<file path="src/hdl/gsck_pkg.sv">
package gsck_pkg;

   localparam int GRID_N  = 8;
   localparam int ORIENTS = 8;
   localparam int CELL_W  = 2;
   localparam int ROW_W   = GRID_N * CELL_W;
   localparam int IDX_W   = 3;

   // cell codes
   localparam logic [CELL_W-1:0] CELL_EMPTY   = 2'd0;
   localparam logic [CELL_W-1:0] CELL_BLOCKED = 2'd3;

   typedef logic [CELL_W-1:0] cell_type;
   typedef logic [ROW_W-1:0]  row_type;
   // row 0 sits in the most significant bits, so a plain unsigned compare
   // of two keys is the row-0-first lexicographic order
   typedef logic [0:GRID_N-1][ROW_W-1:0] key_type;

   // orientation k: source row = BASE_R + i*STEP_RI + j*STEP_RJ,
   //                source col = BASE_C + i*STEP_CI + j*STEP_CJ
   localparam int BASE_R  [ORIENTS] = '{0, 0, 0, 0, 7, 7, 7, 7};
   localparam int BASE_C  [ORIENTS] = '{0, 0, 7, 7, 7, 7, 0, 0};
   localparam int STEP_RJ [ORIENTS] = '{0, 1, 1, 0, 0, -1, -1, 0};
   localparam int STEP_RI [ORIENTS] = '{1, 0, 0, 1, -1, 0, 0, -1};
   localparam int STEP_CJ [ORIENTS] = '{1, 0, 0, -1, -1, 0, 0, 1};
   localparam int STEP_CI [ORIENTS] = '{0, 1, -1, 0, 0, -1, 1, 0};

   // blocked cells read empty; the second side swaps codes 1 and 2
   function automatic cell_type norm_cell(cell_type v, logic swap);
      cell_type r;
      if (v == CELL_BLOCKED) begin
         r = CELL_EMPTY;
      end else if (swap && (v != CELL_EMPTY)) begin
         r = ~v;
      end else begin
         r = v;
      end
      return r;
   endfunction

   // source {row, col} of canonical cell (i, j) under orientation k
   function automatic logic [2*IDX_W-1:0] src_index(int k, int i, int j);
      int gr;
      int gc;
      gr = (BASE_R[k] + i * STEP_RI[k] + j * STEP_RJ[k]) & (GRID_N - 1);
      gc = (BASE_C[k] + i * STEP_CI[k] + j * STEP_CJ[k]) & (GRID_N - 1);
      return {IDX_W'(gr), IDX_W'(gc)};
   endfunction

endpackage

</file>
<file path="src/hdl/grid_symmetry_canonical_key_top.sv">
// Canonical key of an 8x8 grid of 2-bit cells under its eight rotations and
// reflections.
// Input channel req_: one word is the side bit and eight 16-bit rows; it is
// taken at a rising edge with req_valid high and req_stall low.
// Result channel rsp_: one word per input, the 128-bit key split into
// rsp_key_low (rows 0-3) and rsp_key_high (rows 4-7), taken at a rising
// edge with rsp_valid high and rsp_stall low.
// Throughput: one word per cycle while the receiver does not stall. The work
// is an input register, a stage that builds the eight orientations and keeps
// the larger of each pair, then two more max-of-pairs stages, the last one
// being the output register. Each max-of-pairs stage is one 128-bit compare
// deep.
// Reset clears all valid flags; nothing else needs clearing. When the
// receiver stalls, the result holds and stages behind it keep filling
// empty slots; req_stall rises only once every stage holds a word.
module grid_symmetry_canonical_key_top (
   input  logic        clock,
   input  logic        reset,
   input  logic        req_valid,
   output logic        req_stall,
   input  logic        req_side_is_second,
   input  logic [15:0] req_row_0,
   input  logic [15:0] req_row_1,
   input  logic [15:0] req_row_2,
   input  logic [15:0] req_row_3,
   input  logic [15:0] req_row_4,
   input  logic [15:0] req_row_5,
   input  logic [15:0] req_row_6,
   input  logic [15:0] req_row_7,
   output logic        rsp_valid,
   input  logic        rsp_stall,
   output logic [63:0] rsp_key_low,
   output logic [63:0] rsp_key_high
);

   localparam int N = gsck_pkg::ORIENTS;

   logic              in_valid_ff;
   logic              in_side_ff;
   gsck_pkg::row_type in_rows_ff [gsck_pkg::GRID_N];
   gsck_pkg::row_type in_rows_in [gsck_pkg::GRID_N];

   gsck_pkg::key_type cand [N];
   gsck_pkg::key_type lvl1 [N/2];
   gsck_pkg::key_type lvl2 [N/4];
   gsck_pkg::key_type best [1];
   logic              lvl1_valid;
   logic              lvl2_valid;
   logic              adv_in;
   logic              adv1;
   logic              adv2;
   logic              adv3;

   // each slot loads when empty or when its word moves on
   assign adv3      = !rsp_valid || !rsp_stall;
   assign adv2      = !lvl2_valid || adv3;
   assign adv1      = !lvl1_valid || adv2;
   assign adv_in    = !in_valid_ff || adv1;
   assign req_stall = !adv_in;

   assign in_rows_in = '{req_row_0, req_row_1, req_row_2, req_row_3,
                         req_row_4, req_row_5, req_row_6, req_row_7};

   // input register
   always_ff @(posedge clock) begin
      if (reset) begin
         in_valid_ff <= 1'b0;
      end else if (adv_in) begin
         in_valid_ff <= req_valid;
      end
   end

   always_ff @(posedge clock) begin
      if (adv_in && req_valid) begin
         in_side_ff <= req_side_is_second;
         in_rows_ff <= in_rows_in;
      end
   end

   gsck_orient u_orient (
      .side (in_side_ff),
      .rows (in_rows_ff),
      .keys (cand)
   );

   gsck_reduce #(.IN_COUNT(N)) u_reduce1 (
      .clock     (clock),
      .reset     (reset),
      .advance   (adv1),
      .in_valid  (in_valid_ff),
      .in_keys   (cand),
      .out_valid (lvl1_valid),
      .out_keys  (lvl1)
   );

   gsck_reduce #(.IN_COUNT(N/2)) u_reduce2 (
      .clock     (clock),
      .reset     (reset),
      .advance   (adv2),
      .in_valid  (lvl1_valid),
      .in_keys   (lvl1),
      .out_valid (lvl2_valid),
      .out_keys  (lvl2)
   );

   // final compare doubles as the result register
   gsck_reduce #(.IN_COUNT(N/4)) u_reduce3 (
      .clock     (clock),
      .reset     (reset),
      .advance   (adv3),
      .in_valid  (lvl2_valid),
      .in_keys   (lvl2),
      .out_valid (rsp_valid),
      .out_keys  (best)
   );

   assign rsp_key_low  = {best[0][3], best[0][2], best[0][1], best[0][0]};
   assign rsp_key_high = {best[0][7], best[0][6], best[0][5], best[0][4]};

endmodule

</file>
<file path="src/hdl/gsck_orient.sv">
module gsck_orient (
   input  logic               side,
   input  gsck_pkg::row_type  rows [gsck_pkg::GRID_N],
   output gsck_pkg::key_type  keys [gsck_pkg::ORIENTS]
);

   gsck_pkg::cell_type grid [gsck_pkg::GRID_N][gsck_pkg::GRID_N];

   // normalize every cell
   always_comb begin
      for (int r = 0; r < gsck_pkg::GRID_N; r++) begin
         for (int c = 0; c < gsck_pkg::GRID_N; c++) begin
            grid[r][c] = gsck_pkg::norm_cell(
               rows[r][gsck_pkg::CELL_W*c +: gsck_pkg::CELL_W], side);
         end
      end
   end

   // the eight orientations are pure rewiring of the normalized grid
   always_comb begin
      logic [2*gsck_pkg::IDX_W-1:0] src;
      for (int k = 0; k < gsck_pkg::ORIENTS; k++) begin
         for (int i = 0; i < gsck_pkg::GRID_N; i++) begin
            for (int j = 0; j < gsck_pkg::GRID_N; j++) begin
               src = gsck_pkg::src_index(k, i, j);
               keys[k][i][gsck_pkg::CELL_W*j +: gsck_pkg::CELL_W] =
                  grid[src[2*gsck_pkg::IDX_W-1:gsck_pkg::IDX_W]]
                      [src[gsck_pkg::IDX_W-1:0]];
            end
         end
      end
   end

endmodule

</file>
<file path="src/hdl/gsck_reduce.sv">
module gsck_reduce #(
   parameter int IN_COUNT = 2
) (
   input  logic              clock,
   input  logic              reset,
   input  logic              advance,
   input  logic              in_valid,
   input  gsck_pkg::key_type in_keys  [IN_COUNT],
   output logic              out_valid,
   output gsck_pkg::key_type out_keys [IN_COUNT/2]
);

   localparam int OUT_COUNT = IN_COUNT / 2;

   logic              valid_ff;
   gsck_pkg::key_type keys_ff [OUT_COUNT];
   gsck_pkg::key_type keys_in [OUT_COUNT];

   // pairwise max; the lower index keeps a tie
   always_comb begin
      for (int p = 0; p < OUT_COUNT; p++) begin
         keys_in[p] = (in_keys[2*p+1] > in_keys[2*p]) ? in_keys[2*p+1] : in_keys[2*p];
      end
   end

   always_ff @(posedge clock) begin
      if (reset) begin
         valid_ff <= 1'b0;
      end else if (advance) begin
         valid_ff <= in_valid;
      end
   end

   always_ff @(posedge clock) begin
      if (advance && in_valid) begin
         keys_ff <= keys_in;
      end
   end

   assign out_valid = valid_ff;
   assign out_keys  = keys_ff;

endmodule

</file>
<file path="config.mk">
export PLATFORM = sky130hd
export DESIGN_NAME = grid_symmetry_canonical_key_top
export DESIGN_NICKNAME = d
export VERILOG_FILES = /design/src/hdl/gsck_pkg.sv /design/src/hdl/grid_symmetry_canonical_key_top.sv /design/src/hdl/gsck_orient.sv /design/src/hdl/gsck_reduce.sv
export SDC_FILE = /design/constraint.sdc
export NUM_CORES = 2
export LEC_CHECK = 0
export ABC_CLOCK_PERIOD_IN_PS = 14670
export BUFFER_PORTS_ARGS = -buffer_cell sky130_fd_sc_hd__buf_2
export CORE_MARGIN = 4
export CORE_UTILIZATION = 30
export DETAILED_ROUTE_END_ITERATION = 10
export GPL_ROUTABILITY_DRIVEN = 0
export PLACE_DENSITY_LB_ADDON = 0.25
export RECOVER_POWER = 25
export SLEW_MARGIN = 0
export SYNTH_ARGS = -nofsm -noshare
export SYNTH_HDL_FRONTEND = slang
export SYNTH_HIERARCHICAL = 1
export SYNTH_SLANG_ARGS = --single-unit
</file>
<file path="constraint.sdc">
create_clock -name clock -period 14.67 [get_ports clock]
set_clock_uncertainty 0.1 [all_clocks]
set_input_delay 1.467 -clock clock [delete_from_list [all_inputs] [get_ports clock]]
set_output_delay 1.467 -clock clock [all_outputs]
set_load 0.01 [all_outputs]
</file>
==> impl_metrics.yaml <==
outcome:
  status: "finished, violations left"
  violations: "capacitance limit, slew limit"
synthesis:
  synthCells: 6429
  syn_area_mm2: 0.07503
  synth-seq-area-share: 0.4113
  ys_seq_elements: 1029
  synth_cell_types: 80
  ys_async_sr_fraction: 0
  synth_fp_nets: 7458
  ys.flop_type: "edfxtp_1"
  avgSynthCellArea_um2: 11.67
  ys.warnings.count: 6
  synth_edf_count: 1025
pwr:
  power_density_mw_per_mm2: 121.2
  p_leak_nw: 32.89
  ir_worst_vdd_uv: 96.32
setup_path:
  cp-end-kind: "flop"
  cp_num_buf_inv: 3
  cp-start-kind: "primary input"
  max_stage_delay_ns: 2.73
  slowest_stage: "clkbuf_1"
  crit_required_ns: 14.95
  r2r_cells: 15
  r2r-end: "u_reduce1/out_keys[132]"
  r2r-start: "in_side_ff"
  crit_type: "primary input to flop"
  cpLargestDelayFamily: "buffers and inverters"
  path_cells: "clkbuf_1, nand4_1, and2_0, clkbuf_1, buf_4"
  critPathMaxFanout: 74
  reg2reg_slack_ns: 7.32
  arrival_ns: 7.93
  crit_top_cell: "clkbuf_1"
drt:
  viasPerCell: 4.928
  drc: 0
  vias: 46360
  ant_nets: 0
  drt_wl_total_um: 239300
  dr.pass1.iters: 6
  drt_iter0_markers: 3957
  wl_per_cell_um: 25.44
final_layout:
  fillCellCount: 25190
  final_common_cell: "edfxtp_1"
  layout-drive-gt1-share: 0.2311
  multi_input_area_mm2: 0.03336
  fin_nets: 7002
  regArea_mm2: 0.03086
  final_cell_mix: "edfxtp_1, inv_1, ha_1"
  area_growth_syn_to_layout_pct: 4.554
  fin_util: 0.3155
cts:
  cts_hold_buf: 0
  clk_pin_slew_ns: 0.06
  cts_tree: "done"
  clk_path_buf_depth: 3
  cts_sinks: 1029
  numCtsBuffers: 116
  clk_latency_ns: 0.80
  cts_root_buffer: "clkbuf_16"
  h-tree-depth: 3
  post-cts-setup-buffers: 0
  cts_resized: 0
timing:
  rsz0062_at_grt: "false"
  post-route-min-period_ns: 7.650
  post-route-period-util: 0.5215
  clock.fmax_ghz: 0.1307
  max-slew-margin-rel: -1.504
  holdWs_ns: 0.4308
  slew_viol_final: 413
  tns_ns: 0
  tightest_slew_ns: 3.755
  setup_viol: 0
  finalHoldViolations: 0
  setup_slack_ns: 7.020
die:
  dieArea_mm2: 0.2582
  fp.dieH_um: 508.1
  core_mm2: 0.2487
  start_util: 0.3017
  ios: 263
  dieWidth_um: 508.1
  rows: 183
global_route:
  grt_use_total: 0.1806
  grt_max_degree: 122
  grt_pass1_vias: 46080
  grt_pass1_wl_um: 336100
  antenna_found_initial: 25
  overflow: 0
worst_hold_path:
  holdPathStages: 2
  min_from: "u_reduce1/out_valid"
  hold_class: "flop to flop"
  hold_path_end: "u_reduce1/out_valid"
placed_design:
  io_buffers: 262
  hpwlAfterDp_um: 169600
  dp_slack_ns: 7.330
flow_run:
  max_cap_viol_count: 9
[logic make-up after synthesis]
family	Yosys count	share of synthesized area
buffers and inverters	1924	0.1528
flip-flops	1029	0.4113
multiplexers	1024	0.1686
adder cells (fa/ha/maj)	896	0.1494
AND/OR/NAND/NOR	838	0.05980
AO/OA/AOI/OAI	718	0.05808
[through the flow]
| step | cell area (um2) | instances | power [mW] |
|---|---|---|---|
| floorplan | 75030 | 6429 | 5.877 |
| global placement | 74490 | 9185 | 6.357 |
| detailed placement | 74490 | 9185 | 6.417 |
| CTS | 78540 | 9405 | 9.581 |
| global route | 78440 | 9406 | 9.919 |
| finish | 78450 | 9409 | 9.505 |
[area by class of cell]
class	instances	area share
antenna	4	0.0001276
multi-input combinational	3476	0.4253
clock inverter	89	0.01341
inverter	916	0.04383
sequential	1029	0.3934
tap	3330	0.05311
timing repair buffer	434	0.03260
clock buffer	131	0.03826
[per-layer routing]
layer / global-route usage / vias up / share of wire
met2: 0.2916 / 1481 / 0.45
li1: - / 21250 / -
met5: 0 / - / 0.00013
met3: 0.02428 / 387 / 0.055
met1: 0.2503 / 23240 / 0.46
met4: 0.05642 / 4 / 0.034
[cell usage after synthesis, types with 5 or more instances]
cell / n / share of area
o21ai_0: 118 / 0.0079
o21a_1: 10 / 0.0010
nand4_1: 163 / 0.014
nand2b_1: 138 / 0.012
or4_1: 12 / 0.0012
a2111oi_0: 10 / 0.0012
a21o_1: 67 / 0.0067
clkbuf_1: 41 / 0.0021
mux2_4: 340 / 0.068
nor3_1: 31 / 0.0021
edfxtp_1: 1025 / 0.41
buf_6: 8 / 0.0012
mux2_2: 382 / 0.057
nand3_1: 103 / 0.0069
buf_4: 909 / 0.091
nor2_1: 74 / 0.0037
o31ai_1: 15 / 0.0015
nor4_1: 30 / 0.0025
a31oi_1: 7 / 0.00058
mux2i_1: 128 / 0.017
mux2_1: 174 / 0.026
and3_1: 5 / 0.00042
a21oi_1: 354 / 0.024
inv_1: 916 / 0.046
a221oi_1: 34 / 0.0040
a211oi_1: 23 / 0.0023
a221o_1: 9 / 0.0012
and4_1: 22 / 0.0026
ha_1: 896 / 0.15
nor2b_1: 17 / 0.0014
a21boi_0: 5 / 0.00050
o211ai_1: 15 / 0.0015
a22oi_1: 5 / 0.00050
nand2_1: 218 / 0.011
buf_12: 46 / 0.012
[worst reg2reg max path, cell delays in order (launching register included)]
cell	delay, ns
edfxtp_1	0.37
buf_12	0.69
buf_4	0.86
mux2i_2	0.32
buf_4	0.42
inv_1	0.12
ha_1	0.31
nand4_1	0.14
or4_1	0.56
or4_1	0.57
or2_1	0.28
a31o_1	0.19
a21oi_1	0.17
o21ba_4	0.67
buf_4	0.82
mux2_2	0.52
[registers in the layout, summed over array words and instances, names as in the netlist]
name                 count
in_rows_ff             128
in_side_ff               1
in_valid_ff              1
u_reduce1/out_keys     512
u_reduce1/out_valid      1
u_reduce2/out_keys     256
u_reduce2/out_valid      1
u_reduce3/out_keys     128
u_reduce3/out_valid      1
[worst max-delay path by stage]
stage / startpoint / to / slack (ns) / depth (start not counted)
5_1_grt: rsp_stall / u_reduce1/out_keys[327] / 6.70 / 5
4_1_cts: in_side_ff / u_reduce1/out_keys[133] / 7.31 / 15
3_3_place_gp: in_side_ff / u_reduce1/out_keys[252] / 7.40 / 15
6_report: rsp_stall / u_reduce1/out_keys[331] / 7.02 / 5
2_1_floorplan: rsp_stall / u_reduce1/out_keys[0] / 0.40 / 2
3_5_place_dp: in_side_ff / u_reduce1/out_keys[130] / 7.33 / 15
[power breakdown]
group / switching [mW] / total (mW) / internal, mW
Combinational: 1.66 / 2.79 / 1.13
Clock: 1.28 / 3.12 / 1.84
Sequential: 0.0833 / 3.59 / 3.51
Note: power is estimated with default switching activity, not from simulation.
